File: src/sv/sisb_pkg.sv
// shared types and field widths of the stable insertion sort buffer
package sisb_pkg;

    localparam int POS_W   = 32;
    localparam int TAG_W   = 6;
    localparam int FIX_W   = 6;
    localparam int SHIFT_W = 11;

    // one sorted record as held by a cell
    typedef struct packed {
        logic signed [POS_W-1:0] pos;
        logic [TAG_W-1:0]        tag;
    } entry_t;

    // command broadcast to every cell of the chain
    typedef struct packed {
        logic load;   // insert the broadcast record
        logic drain;  // move every entry one cell toward the head
    } cell_cmd_t;

endpackage

File: src/sv/sisb_cell.sv
// one cell of the sorted chain: holds an entry, compares, shifts
module sisb_cell
    import sisb_pkg::*;
(
    input  logic      clk,
    input  logic      rst_n,
    input  cell_cmd_t cmd,
    input  entry_t    new_entry,
    input  entry_t    prev_entry,
    input  logic      prev_valid,
    input  logic      prev_gt,
    input  entry_t    next_entry,
    input  logic      next_valid,
    output entry_t    entry,
    output logic      valid,
    output logic      gt
);

    entry_t entry_reg;
    logic   valid_reg;
    logic   take;

    // held entry sorts after the incoming record
    assign gt = valid_reg && (entry_reg.pos > new_entry.pos);

    // shifted cells and the first empty cell take a new entry
    assign take = gt || (!valid_reg && prev_valid);

    // valid bit
    always_ff @(posedge clk or negedge rst_n)
    begin
        if (!rst_n)
        begin
            valid_reg <= 1'b0;
        end
        else if (cmd.drain)
        begin
            valid_reg <= next_valid;
        end
        else if (cmd.load && take)
        begin
            valid_reg <= 1'b1;
        end
    end

    // payload: next cell on drain, prior cell on shift, else new record
    always_ff @(posedge clk)
    begin
        if (cmd.drain)
        begin
            entry_reg <= next_entry;
        end
        else if (cmd.load && take)
        begin
            entry_reg <= prev_gt ? prev_entry : new_entry;
        end
    end

    assign entry = entry_reg;
    assign valid = valid_reg;

endmodule

File: config.mk
export PLATFORM = sky130hd
export DESIGN_NAME = sisb_cell
export DESIGN_NICKNAME = d
export VERILOG_FILES = /design/src/sv/sisb_pkg.sv /design/src/sv/sisb_cell.sv
export SDC_FILE = /design/constraint.sdc
export NUM_CORES = 1
export LEC_CHECK = 0
export BUFFER_PORTS_ARGS = -buffer_cell sky130_fd_sc_hd__buf_4
export CAP_MARGIN = 10
export CORE_UTILIZATION = 48
export DETAILED_ROUTE_END_ITERATION = 8
export HOLD_SLACK_MARGIN = 0.08
export PLACE_DENSITY = 0.88
export SYNTH_ARGS = -nofsm -noshare
export SYNTH_HDL_FRONTEND = slang
export SYNTH_SLANG_ARGS = --single-unit
File: constraint.sdc
create_clock -name clk -period 10 [get_ports clk]
set_clock_uncertainty 0.15 [all_clocks]
set_input_delay 1.5 -clock clk [delete_from_list [all_inputs] [get_ports clk]]
set_output_delay 1.5 -clock clk [all_outputs]
set_load 0.05 [all_outputs]
; ---- After elaboration in Yosys (flattened, before gate mapping)
; Index checks and enable logic that the tools add are counted.
[word_totals]
ff_bits = 39
inputBits = 121
output_inout_bits = 40
word_cells = 15
[op_classes]
order_cmp = 1
mux = 5
n_reduce_logical = 6
[op_table]
columns = op, count
row1 = 2-to-1 mux 38 bit, 3
row2 = greater-than comparator 32 bit, 1
row3 = logical AND 1 bit, 3
row4 = 2-to-1 mux 1 bit, 2
row5 = nonzero test 2 bit, 1
row6 = logical NOT 1 bit, 1
row7 = logical OR 1 bit, 1

; ---- Depth between registers and ports, before layout
; Gate-level depths: netlist of run 1.
[logic_depth]
ltp_word = 6
mapped_depth = 9
mapped_depth_nobuf = 9

; ---- Worst setup path after synthesis of run 1
; Ideal clock, no wire load.
[synth_timing]
path_type = in2reg
startpoint = input port new_entry[16] in the netlist's numbering
endpoint = register entry_reg (netlist bit entry[0]) (enable)
setup_time_ns = 0.438
arrival_ns = 4.624
required_ns = 9.412
setup_slack_ns = 4.788
cell_stages = 9
n_path_buf = 0
path_cell_list = inv_1 ha_1 a21oi_2 nand2_1 a221o_1 a221o_1 a21oi_2 xnor2_1 o21ai_1
[synth_between]
elab_chain_cells = 5
[synth_lines]
columns = item, line_no
row1 = start: declaration, sisb_cell.sv:8  ; input entry_t new_entry,
row2 = greater-than comparator 32 bit, sisb_cell.sv:24  ; assign gt = valid_reg && (entry_reg.pos > new_entry.pos);
row3 = logical AND 1 bit, sisb_cell.sv:24
row4 = logical OR 1 bit, sisb_cell.sv:27  ; assign take = gt || (!valid_reg && prev_valid);
row5 = logical AND 1 bit, sisb_cell.sv:53  ; else if (cmd.load && take)
row6 = nonzero test 2 bit (no source line), --
row7 = end signal: assignment, sisb_cell.sv:51  ; entry_reg <= next_entry;
row8 = end signal: assignment, sisb_cell.sv:55  ; entry_reg <= prev_gt ? prev_entry : new_entry;
row9 = end: declaration, sisb_cell.sv:19  ; entry_t entry_reg;
; Every way passes these cells.
; A chain may end at the register's enable or synchronous reset.

; ---- Worst setup path in the final report of run 1
[layout_timing]
startpoint = input port new_entry[13] in the netlist's numbering
endpoint = output port gt
[layout_between]
elab_chain_cells = 2
[layout_lines]
columns = item, line_no
row1 = greater-than comparator 32 bit, sisb_cell.sv:24
row2 = logical AND 1 bit, sisb_cell.sv:24
row3 = end: declaration, sisb_cell.sv:16  ; output logic gt
; Every way passes these cells.

==> results.py, run 1 <==
metrics = {
    "route": {
        "drt_drc_violations_left": 0,
        "viasPerCell": 5.198,
        "routedWlPerCell_um": 13.96,
        "drt_iter0_drc": 111,
        "ant_nets": 0,
        "drt_wl_total_um": 7274,
        "drtPass1Iterations": 4,
        "num_vias": 2708,
    },
    "grt": {
        "use_met2": 0.4500,
        "gr-max-usage-layer": "met2",
        "gr-usage-met3": 0.05581,
        "grt_max_degree": 80,
        "track_usage": 0.2462,
        "grt_pass1_vias": 2697,
        "antenna_found_initial": 0,
        "use_met1": 0.2771,
        "grt_pass1_wl_um": 11830,
        "overflow": 0,
    },
    "cells_and_area": {
        "drive_gt1_frac": 0.3875,
        "design_area_um2": 4133,
        "layout.nets": 601,
        "largest_reg_flops": 38,
        "syn_to_final_growth_pct": 48.05,
        "diodes": 0,
    },
    "die": {
        "num_rows": 27,
        "die_area_um2": 6125,
        "core_region_area_um2": 5540,
        "die_h_um": 78.26,
        "start_util": 0.5038,
        "ioPinCount": 161,
        "die_w_um": 78.26,
    },
    "clocking": {
        "path_clk_slew_ps": 80,
        "cts.sinks": 39,
        "cts_setup_buffers": 0,
        "root_buffer": "clkbuf_8",
        "htreeDepth": 2,
        "clk_latency_ps": 290,
        "clk_path_buf_depth": 2,
        "hold_buffers": 0,
        "ctsResizeCount": 0,
        "cts_made_buffers": 5,
        "cts_tree": "built",
    },
    "logic_synthesis": {
        "synth_flop_cell": "edfxtp_1",
        "synthTopCellsByArea": "edfxtp_1 (41%), ha_1 (14%), mux2i_1 (14%)",
        "async_flop_share": 0.02564,
        "ys_seq_area_frac": 0.4177,
        "syn_area_per_cell_um2": 9.527,
        "ys_ff_latch": 39,
        "synth.most_common_cell": "nand2_1",
        "synth-edff-count": 38,
        "synth_warnings": 0,
        "synth_common_cells": "nand2_1 (51), o21ai_0 (42), edfxtp_1 (38), mux2i_1 (38), inv_1 (36)",
        "netlist_area_um2": 2791,
        "synthesis.nets": 446,
        "synthCells": 293,
        "yosys.area.top_type": "edfxtp_1",
        "netlist-cell-type-count": 24,
        "synth_top_cell_area_share": 0.4088,
    },
    "outcome": {
        "status": "finished, final reports clean",
    },
    "setup_path": {
        "end_kind": "output pin",
        "cp.arrival_ps": 3460,
        "critical_path_peak_fanout": 2,
        "reg2reg_slack_ps": 6970,
        "required_ps": 8350,
        "worstSetupPathType": "input port to output pin",
        "start_kind": "input port",
        "ff2ff_path_depth": 9,
    },
    "placed_design": {
        "hpwl_um": 5780,
        "gp_congestion": 0.7981,
        "io_buffers": 160,
        "postPlaceCellArea_um2": 4049,
    },
    "hold_path": {
        "min_path_cells": 2,
        "hp-class": "flop to flop",
    },
    "timing": {
        "finalSetupViolCount": 0,
        "period_minus_slack_ps": 5106,
        "hold_violations": 0,
        "fmaxAchievable_ghz": 0.1958,
        "period_share": 0.5106,
        "maxSlewHeadroom": 0.5586,
        "tightest_slew_ps": 662.0,
        "slew_viol_final": 0,
        "rsz0062_at_grt": "no",
        "fin_tns_setup_ps": 0,
    },
    "power_and_ir_drop": {
        "power_density_nw_per_um2": 131.9,
        "p_clk_frac": 0.191,
        "p_int_mw": 0.3410,
        "p_sw_mw": 0.2040,
        "p_seq_frac": 0.395,
        "swShare": 0.3743,
        "power_mw": 0.5450,
        "pwr-share-comb": 0.414,
        "power_leakage_nw": 2.132,
        "ir_drop_mv": 0.07658,
    },
    "flow_run": {
        "drv_cap": 0,
    },
}
[critical path: stages]
cell	delay, ps
buf_4	90
inv_1	40
ha_1	300
a21oi_1	130
o21ai_0	130
a221o_1	310
a221o_1	320
a21oi_2	150
xnor2_1	220
nor2_1	70
buf_4	200
[area by class of cell]
type | count | area [um^2]
fillers | 433 | 1408
well taps | 72 | 90.09
flip-flops and latches | 39 | 1166
clock inverters | 3 | 15.01
inverters | 36 | 135.1
clock buffers | 5 | 68.82
multi-input cells | 205 | 1449
repair buffers | 161 | 1209
[cell usage in the layout (no fill, tap or decap)]
| master | count |
|---|---|
| a211oi_1 | 1 |
| a21o_2 | 1 |
| a21oi_1 | 12 |
| a21oi_2 | 2 |
| a221o_1 | 2 |
| a221oi_1 | 1 |
| a31oi_1 | 1 |
| buf_4 | 161 |
| clkbuf_8 | 5 |
| clkinv_2 | 3 |
| dfrtp_1 | 1 |
| edfxtp_1 | 38 |
| ha_1 | 32 |
| inv_1 | 36 |
| mux2i_1 | 38 |
| nand2_1 | 51 |
| nand3_1 | 5 |
| nand4_1 | 6 |
| nor2_1 | 4 |
| nor3_1 | 1 |
| nor4_1 | 2 |
| o211ai_2 | 1 |
| o21ai_0 | 42 |
| o21ai_1 | 1 |
| o21ai_4 | 1 |
| xnor2_1 | 1 |
[layer usage]
| metal | vias to the layer above | wire length [um] |
|---|---|---|
| li1 | 1353 | - |
| met1 | 1218 | 2819 |
| met2 | 119 | 3720 |
| met3 | 18 | 546 |
| met4 | 0 | 187 |
| met5 | - | 0 |
[worst paths after layout]
kind,start,end
max,new_entry[13],gt
min,valid$_DFFE_PN0P_,valid$_DFFE_PN0P_
max reg2reg,entry[16]$_DFFE_PP_,entry[27]$_DFFE_PP_
min reg2reg,valid$_DFFE_PN0P_,valid$_DFFE_PN0P_
max in group asynchronous,rst_n,valid$_DFFE_PN0P_
min in group asynchronous,rst_n,valid$_DFFE_PN0P_
[metrics by stage]
| step | utilization | hold slack, ps | worst slack (ps) | instances |
|---|---|---|---|---|
| after floorplan | - | 710.6 | 4788 | 293 |
| after global placement | 0.7308 | 445.3 | 4908 | 513 |
| after detailed placement | 0.7308 | 468.5 | 4892 | 513 |
| after CTS | 0.7459 | 485.5 | 4874 | 521 |
| after global routing | 0.7459 | 547.5 | 4690 | 521 |
| final | 0.7459 | 485.0 | 4894 | 521 |
[power by group through the flow]
stage          clock [mW]  combinational, mW  sequential, mW
6_report            0.104              0.226           0.215
3_5_place_dp            0              0.227           0.219
3_3_place_gp            0              0.221           0.218
5_1_grt             0.112              0.244           0.218
4_1_cts             0.105              0.227           0.215
2_1_floorplan           0             0.0710           0.285
[cell families (layout without fill, tap and decap cells)]
group	Yosys count	count (layout)	share of synthesized area
simple gates	69	69	0.1026
compound gates	65	65	0.1295
buf+inv	49	205	0.06723
flops	39	39	0.4177
mux	38	38	0.1363
fa+ha+maj	32	32	0.1434
xor+xnor	1	1	0.003138
(Power assumes the default switching activity.)
==> inputs of run 2 (changes only) <==
--- a/config.mk
+++ b/config.mk
@@ -7,10 +7,10 @@
 export LEC_CHECK = 0
 export BUFFER_PORTS_ARGS = -buffer_cell sky130_fd_sc_hd__buf_4
 export CAP_MARGIN = 10
-export CORE_UTILIZATION = 48
+export CORE_UTILIZATION = 40
 export DETAILED_ROUTE_END_ITERATION = 8
 export HOLD_SLACK_MARGIN = 0.08
-export PLACE_DENSITY = 0.88
+export PLACE_DENSITY = 0.78
 export SYNTH_ARGS = -nofsm -noshare
 export SYNTH_HDL_FRONTEND = slang
 export SYNTH_SLANG_ARGS = --single-unit
==> constraint.sdc (replaced) <==
create_clock -name clk -period 4.3 [get_ports clk]
set_clock_uncertainty 0.15 [all_clocks]
set_input_delay 0.645 -clock clk [delete_from_list [all_inputs] [get_ports clk]]
set_output_delay 0.645 -clock clk [all_outputs]
set_load 0.05 [all_outputs]
==> run 2 against run 1 <==
  * Non-clock buffer count increased by 2
  * Utilization decreased by 13 points
  * Critical endpoint unchanged
  * Global-route usage shrank 3.7 points
  * Combinational power is 130% higher
  * Die area up 19%
  * Sequential power increased by 130%
  * Cell area up 0.58%
  * Register-to-register slack got worse by 5800 ps
  * Largest power group unchanged
==> results.py, run 2 (synthesis results as in run 1) <==
metrics = {
    "outcome": {
        "status": "finished, final reports clean",
    },
    "flow_run": {
        "drv_cap": 0,
    },
    "placed_design": {
        "hpwl_um": 6205,
        "postPlaceCellArea_um2": 4066,
        "io_buffers": 160,
        "gp_congestion": 0.7738,
        "dp_cells": 522,
    },
    "hold_path": {
        "hp-class": "input port to flop",
    },
    "cells_and_area": {
        "drive_gt1_frac": 0.3814,
        "final_cell_mix": "buf_4 (162), nand2_1 (51), o21ai_0 (42)",
        "largest_reg_flops": 38,
        "syn_to_final_growth_pct": 48.90,
        "design_area_um2": 4156,
        "layout.nets": 603,
        "fin_cells": 531,
        "diodes": 0,
        "final_common_cell": "buf_4",
        "fill_cells": 609,
    },
    "route": {
        "drtPass1Iterations": 4,
        "route.met3.wl_um": 450,
        "drt_drc_violations_left": 0,
        "num_vias": 2682,
        "viasPerCell": 5.051,
        "routedWlPerCell_um": 14.27,
        "wl_met2_um": 4040,
        "ant_nets": 0,
        "drt_wl_total_um": 7576,
        "wl_met1_um": 3022,
        "drt_iter0_drc": 110,
        "top_layer": "met4",
    },
    "grt": {
        "grt_pass1_wl_um": 11920,
        "grt_max_degree": 80,
        "grt_pass1_vias": 2661,
        "track_usage": 0.2095,
        "antenna_found_initial": 0,
        "overflow": 0,
    },
    "timing": {
        "fmaxAchievable_ghz": 0.2812,
        "hold_violations": 0,
        "rsz0062_at_grt": "no",
        "period_share": 0.8271,
        "tightest_slew_ps": 678.0,
        "slew_viol_final": 0,
        "fin_tns_setup_ps": 0,
        "finalSetupViolCount": 0,
        "period_minus_slack_ps": 3557,
        "maxSlewHeadroom": 0.5438,
    },
    "clocking": {
        "htreeDepth": 2,
        "path_clk_slew_ps": 80,
        "cts_made_buffers": 5,
        "root_buffer": "clkbuf_8",
        "clk_latency_ps": 280,
        "cts_tree": "built",
        "ctsResizeCount": 0,
        "cts.sinks": 39,
        "clk_path_buf_depth": 2,
    },
    "setup_path": {
        "end_kind": "output pin",
        "required_ps": 3500,
        "start_kind": "input port",
        "worstSetupPathType": "input port to output pin",
        "cp.arrival_ps": 2760,
        "critical_path_peak_fanout": 4,
    },
    "die": {
        "core_region_area_um2": 6756,
        "ioPinCount": 161,
        "die_area_um2": 7316,
        "die_w_um": 85.54,
        "num_rows": 30,
        "die_h_um": 85.54,
        "start_util": 0.4131,
    },
    "power_and_ir_drop": {
        "power_leakage_nw": 2.133,
        "power_density_nw_per_um2": 303.2,
        "power_mw": 1.260,
        "ir_drop_mv": 0.2173,
    },
}
[run 2: worst paths after layout]
check                               startpoint             endpoint  slack [ps]  depth (start not counted)
setup / recovery                 new_entry[37]                   gt         740                          9
hold / removal                      next_valid    valid$_DFFE_PN0P_         420                          3
setup reg to reg           entry[37]$_DFFE_PP_  entry[29]$_DFFE_PP_        1160                          7
hold reg to reg              valid$_DFFE_PN0P_    valid$_DFFE_PN0P_         580                          2
max in group asynchronous                rst_n    valid$_DFFE_PN0P_        3420                          2
min in group asynchronous                rst_n    valid$_DFFE_PN0P_         510                          2
[run 2: per-stage QoR]
| step | setup WS (ps) | util | hold WS, ps |
|---|---|---|---|
| floorplan | 638.8 | - | 199.4 |
| global placement | 866.9 | 0.6019 | 271.1 |
| detailed placement | 797.7 | 0.6019 | 271.9 |
| CTS | 746.4 | 0.6152 | 416.7 |
| global route | 650.2 | 0.6152 | 446.7 |
| finish | 743.4 | 0.6152 | 423.4 |
[run 2: what timing repair did]
action / CTS / global route
buffers inserted: 0 / 0
hold buffers: 1 / 0
endpoints found under the hold margin: 1 / 0
[run 2: critical path, cell delays in order]
cell     delay (ps)
buf_4            80
inv_1            30
ha_1            340
nand4_1         210
nor4_1          660
a21oi_2         140
xnor2_1         350
nor2_1           90
buf_4           200
[run 2: final cells by class]
| type | count | area (um^2) | area share |
|---|---|---|---|
| clock buffers | 6 | 72.57 | 0.01746 |
| repair buffers | 163 | 1226 | 0.2950 |
| multi-input cells | 205 | 1449 | 0.3486 |
| clock inverters | 2 | 7.507 | 0.001806 |
| well taps | 80 | 100.1 | 0.02408 |
| inverters | 36 | 135.1 | 0.03251 |
| flip-flops and latches | 39 | 1166 | 0.2806 |
[run 2: layer usage]
| layer | GRT usage | up-vias |
|---|---|---|
| met1 | 0.2371 | 1216 |
| met5 | 0 | - |
| li1 | - | 1356 |
| met2 | 0.3905 | 106 |
| met4 | 0.06667 | 0 |
| met3 | 0.04620 | 4 |
[run 2: power breakdown]
part / internal (mW) / total [mW] / switching [mW]
Clock: 0.111 / 0.233 / 0.123
Combinational: 0.207 / 0.526 / 0.319
Sequential: 0.476 / 0.501 / 0.0247
