[config.mk]
export PLATFORM = sky130hd
export DESIGN_NAME = sisb_counter
export DESIGN_NICKNAME = d
export VERILOG_FILES = /design/src/sv/sisb_pkg.sv /design/src/sv/sisb_counter.sv
export SDC_FILE = /design/constraint.sdc
export NUM_CORES = 1
export LEC_CHECK = 0
export BUFFER_PORTS_ARGS = -buffer_cell sky130_fd_sc_hd__buf_2
export CAP_MARGIN = 30
export CORE_ASPECT_RATIO = 1.4
export CORE_MARGIN = 2
export CORE_UTILIZATION = 54
export DETAILED_ROUTE_END_ITERATION = 6
export GPL_TIMING_DRIVEN = 0
export HOLD_SLACK_MARGIN = 0.12
export MAX_ROUTING_LAYER = met4
export PLACE_DENSITY = 0.85
export SYNTH_ARGS = -nofsm -noshare
export SYNTH_HDL_FRONTEND = slang
export SYNTH_SLANG_ARGS = --single-unit
[constraint.sdc]
create_clock -name clk -period 5.75 [get_ports clk]
set_input_delay 0.8625 -clock clk [delete_from_list [all_inputs] [get_ports clk]]
set_output_delay 0.8625 -clock clk [all_outputs]
set_load 0.1 [all_outputs]
[src/sv/sisb_pkg.sv]
// shared types and field widths of the stable insertion sort buffer
package sisb_pkg;

    localparam int POS_W   = 32;
    localparam int TAG_W   = 6;
    localparam int FIX_W   = 6;
    localparam int SHIFT_W = 11;

    // one sorted record as held by a cell
    typedef struct packed {
        logic signed [POS_W-1:0] pos;
        logic [TAG_W-1:0]        tag;
    } entry_t;

    // command broadcast to every cell of the chain
    typedef struct packed {
        logic load;   // insert the broadcast record
        logic drain;  // move every entry one cell toward the head
    } cell_cmd_t;

endpackage

[src/sv/sisb_counter.sv]
// fill level, out-of-order count and shift (inversion) count
module sisb_counter
    import sisb_pkg::*;
#(
    parameter int DEPTH = 64
)
(
    input  logic                       clk,
    input  logic                       rst_n,
    input  logic                       load,
    input  logic                       clear,
    input  logic [DEPTH-1:0]           le,
    output logic [$clog2(DEPTH+1)-1:0] fill,
    output logic                       full,
    output logic [FIX_W-1:0]           fix_count,
    output logic [SHIFT_W-1:0]         shift_total
);

    localparam int CW = $clog2(DEPTH+1);

    logic [CW-1:0]      fill_reg;
    logic [FIX_W-1:0]   fix_reg;
    logic [SHIFT_W-1:0] shift_reg;
    logic [CW-1:0]      slot;
    logic [CW-1:0]      shifts;

    // le is a run of ones from the head; its end gives the insertion slot
    always_comb
    begin
        slot = '0;
        for (int i = 0; i < DEPTH; i++)
        begin
            if (le[i] && ((i == DEPTH-1) || !le[(i+1) % DEPTH]))
            begin
                slot = slot | CW'(i + 1);
            end
        end
    end

    assign shifts = fill_reg - slot;

    // counters
    always_ff @(posedge clk or negedge rst_n)
    begin
        if (!rst_n)
        begin
            fill_reg  <= '0;
            fix_reg   <= '0;
            shift_reg <= '0;
        end
        else if (clear)
        begin
            fill_reg  <= '0;
            fix_reg   <= '0;
            shift_reg <= '0;
        end
        else if (load)
        begin
            fill_reg <= fill_reg + 1'b1;
            if (shifts != '0)
            begin
                fix_reg   <= fix_reg + 1'b1;
                shift_reg <= shift_reg + SHIFT_W'(shifts);
            end
        end
    end

    assign fill        = fill_reg;
    assign full        = (fill_reg == CW'(DEPTH));
    assign fix_count   = fix_reg;
    assign shift_total = shift_reg;

endmodule

### Yosys cells after proc, flatten, opt, wreduce, memory -nomap -nowiden

Index checks and enable logic that the tools add are counted.
Widths: inputs -> output; s select.

* $add $sub $neg: 4
* equality and inequality tests: 1
* mux-type cells: 79
* reductions and logical operators: 130

Operators with widths (count)
* $mux 6: 38
* $mux 5: 16
* $mux 11: 6
* $logic_and 1x1->1: 63
* $logic_not 1->1: 63
* $mux 4: 8
* $mux 7: 4
* $mux 3: 4
* $add 11x7->11: 1
* $add 7x1->7 const B: 1
* $eq 7x7->1 const B: 1
* $reduce_bool 7->1: 1
* $sub 7x7->7: 1
* $add 6x1->6 const B: 1
* $mux 2: 2
* $reduce_bool 2->1: 2
* $reduce_and 2->1: 1
* $mux 1: 1

* register bits after elaboration: 24
* input bits: 68
* output and inout bits: 25
* logic and storage cells: 217

### Depth between registers and ports, before layout

Gate-level depths: netlist of run 1.

* depth in word-level cells: 74
* gate-level depth with buffers: 19
* gate-level depth less buffers: 19

### Worst setup path before layout of run 1

Ideal clock, no wire load.

* kind: flip-flop to output port
* start point: register fill_reg[1], in the netlist fill[1]
* end point: output full
* data arrival time: 3.957 ns
* required time: 4.888 ns
* slack: 0.930 ns
* cell stages (with the launch flop): 5
* buffers on the path: 0
* cell sequence: dfrtp_1 > inv_1 > ha_1 > or4b_2 > nor3b_1

* word-level cells in the longest chain between the ends: 1

Ends and longest elaborated chain
* from (decl): line sisb_counter.sv:21 `logic [CW-1:0] fill_reg;`
* from (signal assigned): line sisb_counter.sv:59 `fill_reg <= fill_reg + 1'b1;`
* $eq 7x7->1: line sisb_counter.sv:69 `assign full = (fill_reg == CW'(DEPTH));`
* to (decl): line sisb_counter.sv:14 `output logic full,`

Every way passes these cells.

### Worst setup path in the final report of run 1

* start point: input le[58]
* end point: register shift_reg[7], in the netlist shift_total[7]

* word-level cells in the longest chain between the ends: 17
* elaborated cells between the ends (all ways): 21
* classes of those cells: add/sub: 2; mux: 13; reduce/logical: 6

Ends and longest elaborated chain
* from (decl): line sisb_counter.sv:12 `input logic [DEPTH-1:0] le,`
* $logic_not 1->1: line sisb_counter.sv:33 `if (le[i] && ((i == DEPTH-1) || !le[(i+1) % DEPTH]))`
* $logic_and 1x1->1: line sisb_counter.sv:33
* $mux 6: line sisb_counter.sv:33
* $mux 6 * (5 in series): line sisb_counter.sv:33
* $mux 7 *: line sisb_counter.sv:33
* $sub 7x7->7 *: line sisb_counter.sv:40 `assign shifts = fill_reg - slot;`
* $add 11x7->11: line sisb_counter.sv:63 `shift_reg <= shift_reg + SHIFT_W'(shifts);`
* $mux 11: line sisb_counter.sv:60 `if (shifts != '0)`
* $mux 11: line sisb_counter.sv:57 `else if (load)`
* $mux 11: line sisb_counter.sv:51 `else if (clear)`
* $mux 11: line sisb_counter.sv:57
* $mux 11 (2 in series): line sisb_counter.sv:51
* to (signal assigned): line sisb_counter.sv:63
* to (decl): line sisb_counter.sv:23 `logic [SHIFT_W-1:0] shift_reg;`

Mark *: on every way between the ends. The rest lies on a longest branch, timed or not. The select of a mux whose other input is x is not followed.
A chain may end at the register's enable or synchronous reset.

==> PnR_summary.wiki, run 1 <==
{| class="wikitable"
! Metric !! Value
|-
| Status || finished clean
|-
| Commonest cells after routing, fill and taps aside || 91 x buf_2, 37 x nor2_1, 35 x inv_1
|-
| Area overhead of the layout relative to synthesis || 24.7%
|-
| DIE HEIGHT || 83.5 um
|-
| CP Class || input port to flip-flop
|-
| Average footprint of a synthesized cell || 7.92 um2
|-
| Total wire length || 7010 um
|-
| Gate family responsible for the most delay along the worst path || compound AO/OA/AOI/OAI gates
|-
| Floorplan core area || 4270 um2
|-
| Count of inserted antenna diode cells || 0
|-
| Post-layout minimum cycle time || 4700 ps
|-
| Number of hold-repair buffers added at the cts stage || 0
|-
| Number of antenna violations at the first check in global routing || 0
|-
| Measured slew at the worst slew-check pin || 900 ps
|-
| Die Outline Area || 5080 um2
|-
| Synthesized-area fraction occupied by adder cells || 0.0985
|-
| Root Buffer Master || clkbuf_8
|-
| Cell area after layout || 3040 um2
|-
| Kind of capture point of the worst setup path || flip-flop
|-
| Most common flop cell mapped by yosys || dfrtp_1
|-
| Setup_tns || 0 ps
|-
| Starting density of the core || 0.571
|-
| Fraction of the mapped netlist area in simple logic gates || 0.328
|-
| Total leakage power || 1.59 nW
|-
| Endpoint arrival time on the critical path || 4860 ps
|-
| Largest net degree at the start of global routing || 25
|-
| TritonCTS clock tree || built
|-
| Clock Sink Count || 24
|-
| Post-Syn Nets || 394
|-
| Worst endpoint required time || 5910 ps
|-
| Maximum clock frequency || 0.213 GHz
|-
| Slew HR || 0.385
|-
| Vias per cell || 5.74
|-
| Total half-perimeter wirelength after legalization and detailed placement || 5890 um
|-
| Clk pin slew, worst setup/hold paths || 90 ps
|-
| Remaining global-route overflow || 0
|-
| Source-to-sink clock delay at the later pin of the worst-skew pair || 270 ps
|-
| Number of clock buffers inserted by TritonCTS || 3
|-
| Library cells used by synthesis || 47
|-
| Count of TritonRoute iterations in the first routing pass || 5
|-
| Total buffers and inverters traversed by the critical path || 3
|-
| Launching element type of the critical path || input port
|-
| Register area share after synthesis || 0.246
|-
| Overall die width || 60.8 um
|-
| CP most frequent cell || a21oi_1
|-
| Total global-route track usage || 0.286
|-
| Summed instance area of the synthesized netlist || 2440 um2
|-
| Crit share post-route || 0.818
|-
| Max FFs per register || 11
|-
| Clk buf depth || 2
|-
| Syn Inst Count || 308
|-
| Core Util, Final || 0.712
|-
| Ratio of cells with drive above 1 in the final layout || 0.261
|-
| Peak ir drop on the vdd network || 0.0982 mV
|-
| Number of buffers added on ports || 91
|-
| Total of max-cap violations || 0
|-
| Ports placed on the boundary || 93
|-
| Post-CTS setup buffers || 0
|-
| Power density normalized to cell area || 207 nW/um2
|-
| Number of warnings issued by yosys || 0
|-
| Total via count after detailed routing || 2658
|-
| Final slew viol count || 0
|-
| Non-filler cells, final || 463
|-
| Final number of hold-violating endpoints || 0
|-
| Seq cells post-synth || 24
|-
| Number of design rule violations left after detail routing || 0
|-
| Xor and xnor fraction of the mapped netlist area || 0.0323
|-
| Number of enable flip-flop cells after synthesis || 0
|-
| Share of synthesized registers carrying an async set or reset || 1.00
|-
| Class of the most critical hold timing path || flip-flop to flip-flop
|-
| Worst Clk Skew || 4.47 ps
|-
| Setup violations, final || 0
|-
| Dpl cells || 459
|-
| Avg WL per Cell || 15.1 um
|-
| GPL Wtd Cong || 0.955
|-
| Cell with the largest stage delay on the worst path || fa_1
|-
| Global-route wire length before repair || 11000 um
|-
| Max Fanout on Critical Path || 3
|-
| Num rows || 28
|-
| Max stage delay on crit path || 440 ps
|-
| Largest family of logic cells by synthesized area || simple AND/OR/NAND/NOR gates
|-
| Post-Place Cell Area || 2970 um2
|-
| Most common library cell in the layout ignoring fill and taps || buf_2
|-
| Setup repair after global routing missed its margin || no
|-
| Share of the synthesized area in compound gates (AO/OA/AOI/OAI) || 0.170
|-
| Number of nets with antenna violations after detailed routing || 0
|-
| Clock H-tree levels || 1
|-
| Ordered cell list for the critical path || buf_2, inv_1, nor2_1, a21oi_1, nor3b_1, o2111ai_1, or3_1, fa_1, nand2b_1, a21oi_1, o32ai_1, a311oi_2, inv_1, ha_1, nor2_1, a21oi_1, nand3_1, mux2_1
|-
| Gates resized, CTS repair || 0
|-
| Vias in the first global route || 2592
|-
| Number of nets in the final layout || 490
|-
| Number of DRC markers after the initial detailed-route iteration || 93
|-
| Portion of netlist area occupied by mux cells || 0.0626
|}
-- metal layers --
| layer | global-route usage | part of all wire |
|---|---|---|
| met5 | - | 0 |
| met4 | 0.142 | 0.032 |
| met3 | 0.0233 | 0.048 |
| met2 | 0.515 | 0.55 |
| met1 | 0.293 | 0.37 |
-- where the power goes --
group,switching [mW],total [mW],internal (mW)
clock,0.0573,0.150,0.0931
sequential,0.0137,0.196,0.183
combinational,0.201,0.283,0.0823
total,0.272,0.630,0.358
-- through the flow --
step	power (mW)	hold WS, ps	worst slack, ps
6_report	0.630	538	1050
2_1_floorplan	0.405	567	930
4_1_cts	0.630	542	1080
3_3_place_gp	0.474	515	822
5_1_grt	0.661	563	709
3_5_place_dp	0.480	517	831
-- layout make-up --
cell class	count	area (um2)
multi-input cells	244	1690
fillers	368	1230
flip-flops and latches	24	601
repair buffers	91	455
inverters	35	131
well taps	60	75.1
clock buffers	3	41.3
clock inverters	1	30.0
plain buffers	5	22.5
-- worst register-to-register path: stages (launching register included) --
cell and delay [ps]:
dfrtp_1 440, inv_1 90, ha_1 230, fa_1 400, nand2b_1 180, a21oi_1 230, o32ai_1 150, a311oi_2 420
inv_1 90, ha_1 350, nor2_1 70, a21oi_1 190, nand3_1 110, mux2_1 340
-- kinds of logic (layout without fill, tap and decap cells) --
logic type	count (synthesis)	in the layout
compound gates	60	60
xor+xnor	9	9
fa+ha+maj	18	18
buf+inv	40	135
flops	24	24
mux	13	13
simple gates	144	144
-- cells in the mapped netlist (all sizes together) (4+ instances only) --
| cell type | n | area, um2 |
|---|---|---|
| nand2b | 9 | 56.3 |
| nand4 | 9 | 56.3 |
| or3 | 5 | 31.3 |
| nand2 | 8 | 30.0 |
| nor2b | 31 | 194 |
| mux2 | 12 | 143 |
| nor4 | 6 | 52.6 |
| xor2 | 6 | 52.6 |
| clkbuf | 4 | 15.0 |
| a21oi | 22 | 121 |
| nor3b | 4 | 30.0 |
| a211oi | 4 | 30.0 |
| nor3 | 12 | 60.1 |
| dfrtp | 24 | 601 |
| nand3 | 11 | 55.1 |
| inv | 35 | 131 |
| o21ai | 13 | 65.1 |
| ha | 16 | 200 |
| nor2 | 37 | 139 |
-- path summary, 6_finish.rpt --
kind	to	cells past startpoint	slack, ps	startpoint
max in group asynchronous	shift_total[3]	1	4830	rst_n
worst max register to register	shift_total[7]	13	2330	fill[0]
worst min register to register	shift_total[2]	1	540	shift_total[2]
worst min-delay path	shift_total[2]	1	540	shift_total[2]
min in group asynchronous	fix_count[0]	1	560	rst_n
worst max-delay path	shift_total[7]	18	1050	le[58]
Power figures use the tool's default switching activity.
==> run 2, diff against run 1 <==
CORE_UTILIZATION = 45   (was 54)
PLACE_DENSITY = 0.75   (was 0.85)
clock period = 3.8 ns   (was 5.75 ns; I/O delays follow)
==> PnR_summary.wiki, run 2 (synthesis results as in run 1) <==
{| class="wikitable"
! Metric !! Value
|-
| Critical R2R Capture || shift_total[6] (was shift_total[7])
|-
| Ports placed on the boundary || 93 (unchanged)
|-
| Peak ir drop on the vdd network || 0.144 mV (was 0.0982 mV)
|-
| CP Class || input port to flip-flop (unchanged)
|-
| Startpoint of the worst-slack reg-to-reg timing path || fill[0] (unchanged)
|-
| Post-layout total power || 1.03 mW (was 0.630 mW)
|-
| Worst path setup slack after routing || -118 ps (was 1050 ps)
|-
| Clock Sink Count || 24 (unchanged)
|-
| Total leakage power || 1.78 nW (was 1.59 nW)
|-
| Crit share post-route || 1.03
|-
| Vias per cell || 5.67 (was 5.74)
|-
| Clk buf depth || 2 (unchanged)
|-
| Clock H-tree levels || 1 (unchanged)
|-
| Number of hold-repair buffers added at the cts stage || 0 (unchanged)
|-
| Post-layout minimum cycle time || 3920 ps
|-
| Cell with the largest stage delay on the worst path || fa_2 (was fa_1)
|-
| Power density normalized to cell area || 277 nW/um2 (was 207 nW/um2)
|-
| Cell area after layout || 3710 um2 (was 3040 um2)
|-
| Max FFs per register || 11 (unchanged)
|-
| Number of nets with antenna violations after detailed routing || 0 (unchanged)
|-
| Total wire length || 8080 um (was 7010 um)
|-
| Max stage delay on crit path || 370 ps (was 440 ps)
|-
| Sequential share of power || 0.295 (was 0.312)
|-
| Internal Power || 0.587 mW (was 0.358 mW)
|-
| Switching component of the power || 0.441 mW (was 0.272 mW)
|-
| Share of total power consumed by net switching || 0.429 (was 0.432)
|-
| Failing checks || setup timing
|-
| Number of DRC markers after the initial detailed-route iteration || 106 (was 93)
|-
| Endpoint arrival time on the critical path || 4080 ps (was 4860 ps)
|-
| Remaining global-route overflow || 0 (unchanged)
|-
| Num rows || 31 (was 28)
|-
| Number of nets in the final layout || 517 (was 490)
|-
| Worst reg2reg path depth || 15 (was 13)
|-
| CP Launch Point || le[50] (was le[58])
|-
| Root Buffer Master || clkbuf_8 (unchanged)
|-
| Max Fanout on Critical Path || 3 (unchanged)
|-
| Number of buffers added on ports || 91 (unchanged)
|-
| Total half-perimeter wirelength after legalization and detailed placement || 6000 um (was 5890 um)
|-
| Floorplan core area || 5200 um2 (was 4270 um2)
|-
| Dpl cells || 465 (was 459)
|-
| Ratio of cells with drive above 1 in the final layout || 0.460 (was 0.261)
|-
| Total via count after detailed routing || 2813 (was 2658)
|-
| Largest net degree at the start of global routing || 25 (unchanged)
|-
| Combinational share of power || 0.483 (was 0.450)
|-
| Total of max-cap violations || 0 (unchanged)
|-
| Worst endpoint required time || 3960 ps (was 5910 ps)
|-
| Count of TritonRoute iterations in the first routing pass || 4 (was 5)
|-
| GPL Wtd Cong || 1.06 (was 0.955)
|-
| Kind of capture point of the worst setup path || flip-flop (unchanged)
|-
| Minimum setup slack among reg-to-reg paths || 670 ps (was 2330 ps)
|-
| Number of clock buffers inserted by TritonCTS || 3 (unchanged)
|-
| Post-Place Cell Area || 3060 um2 (was 2970 um2)
|-
| Area overhead of the layout relative to synthesis || 51.9% (was 24.7%)
|-
| Vias in the first global route || 2793 (was 2592)
|-
| Gate family responsible for the most delay along the worst path || simple AND/OR/NAND/NOR gates (was compound AO/OA/AOI/OAI gates)
|-
| Ordered cell list for the critical path || buf_6, nor2b_4, nor4b_2, nand4_1, nor3_2, nand4_1, ha_4, fa_2, nand2b_4, a21oi_4, xor2_4, ha_4, o21ai_2, a21oi_2, o21ai_1, nand2b_1, buf_4, xnor2_2, nor2_1, mux2_4 (was buf_2, inv_1, nor2_1, a21oi_1, nor3b_1, o2111ai_1, or3_1, fa_1, nand2b_1, a21oi_1, o32ai_1, a311oi_2, inv_1, ha_1, nor2_1, a21oi_1, nand3_1, mux2_1)
|-
| Non-filler cells, final || 496 (was 463)
|-
| Clk pin slew, worst setup/hold paths || 90 ps (about the same)
|-
| Slew HR || 0.488 (was 0.385)
|-
| Worst setup path endpoint || shift_total[6] (was shift_total[7])
|-
| Source-to-sink clock delay at the later pin of the worst-skew pair || 270 ps (about the same)
|-
| CP Depth || 20 (was 18)
|-
| Total buffers and inverters traversed by the critical path || 2 (was 3)
|-
| Part of the total power dissipated in the clock network || 0.222 (was 0.239)
|-
| Commonest cells after routing, fill and taps aside || 87 x buf_2, 30 x nor2_1, 28 x nor2b_1, 28 x inv_1, 25 x buf_4 (was 91 x buf_2, 37 x nor2_1, 35 x inv_1)
|-
| Count of inserted antenna diode cells || 0 (unchanged)
|-
| Core Util, Final || 0.713 (was 0.712)
|-
| Filler cells || 418 (was 368)
|-
| Number of antenna violations at the first check in global routing || 0 (unchanged)
|-
| Number of design rule violations left after detail routing || 0 (unchanged)
|-
| Total global-route track usage || 0.257 (was 0.286)
|-
| Avg WL per Cell || 16.3 um (was 15.1 um)
|-
| Worst Clk Skew || 2.92 ps (was 4.47 ps)
|-
| Final number of hold-violating endpoints || 0 (unchanged)
|-
| Measured slew at the worst slew-check pin || 748 ps (was 900 ps)
|-
| Overall die width || 66.2 um (was 60.8 um)
|-
| Global-route wire length before repair || 12100 um (was 11000 um)
|-
| Status || finished with violations (was finished clean)
|-
| Setup repair after global routing missed its margin || yes (was no)
|-
| Maximum clock frequency || 0.255 GHz
|-
| Die Outline Area || 6040 um2 (was 5080 um2)
|-
| DIE HEIGHT || 91.1 um (was 83.5 um)
|-
| Most common library cell in the layout ignoring fill and taps || buf_2 (unchanged)
|-
| Launching element type of the critical path || input port (unchanged)
|-
| Class of the most critical hold timing path || input port to asynchronous set/reset pin (was flip-flop to flip-flop)
|-
| TritonCTS clock tree || built (unchanged)
|-
| Final slew viol count || 0 (unchanged)
|-
| Starting density of the core || 0.469 (was 0.571)
|-
| Setup violations, final || 16 (was 0)
|}
-- run 2: through the flow --
step                      setup TNS [ps]  hold slack, ps  setup slack (ps)
after detailed placement           -7870             515              -831
after global routing               -3600             313              -267
after floorplan                     -141             274             -92.1
after CTS                           -157             294             -40.8
final                              -1290             278              -118
after global placement             -6850             502              -740
-- run 2: power by group through the flow --
stage	clock network (mW)	registers, mW	logic, mW
6_report	0.228	0.304	0.496
5_1_grt	0.237	0.308	0.531
4_1_cts	0.231	0.301	0.449
3_5_place_dp	0	0.305	0.427
3_3_place_gp	0	0.303	0.421
2_1_floorplan	0	0.456	0.163
-- run 2: layout make-up --
| type | count | area (um2) | area share |
|---|---|---|---|
| clock buffer | 3 | 41.3 | 0.0111 |
| tap | 66 | 82.6 | 0.0223 |
| buffer | 5 | 26.3 | 0.00709 |
| multi-input combinational | 244 | 2080 | 0.562 |
| clock inverter | 1 | 30.0 | 0.00810 |
| timing repair buffer | 118 | 703 | 0.190 |
| inverter | 35 | 139 | 0.0375 |
| sequential | 24 | 601 | 0.162 |
-- run 2: what timing repair did --
| item | in CTS | in global routing |
|---|---|---|
| gates resized for setup | 24 | 59 |
| endpoints found under the setup margin | 17 | 16 |
| setup buffers | 11 | 16 |
| pin swaps | 19 | 37 |
-- run 2: how the worst min path moves through the flow --
stage               cells after the start           start              to
floorplan                               0           rst_n         fill[0]
global placement                        1  shift_total[4]  shift_total[4]
detailed placement                      1  shift_total[4]  shift_total[4]
CTS                                     1           rst_n  shift_total[4]
global route                            1           rst_n  shift_total[9]
finish                                  1           rst_n  shift_total[4]
-- run 2: per-layer routing --
metal | wire (um) | global-route usage | vias up
li1 | - | - | 1345
met1 | 2800 | 0.261 | 1312
met2 | 4440 | 0.488 | 121
met3 | 413 | 0.0248 | 35
met4 | 424 | 0.0952 | 0
met5 | 0 | - | -
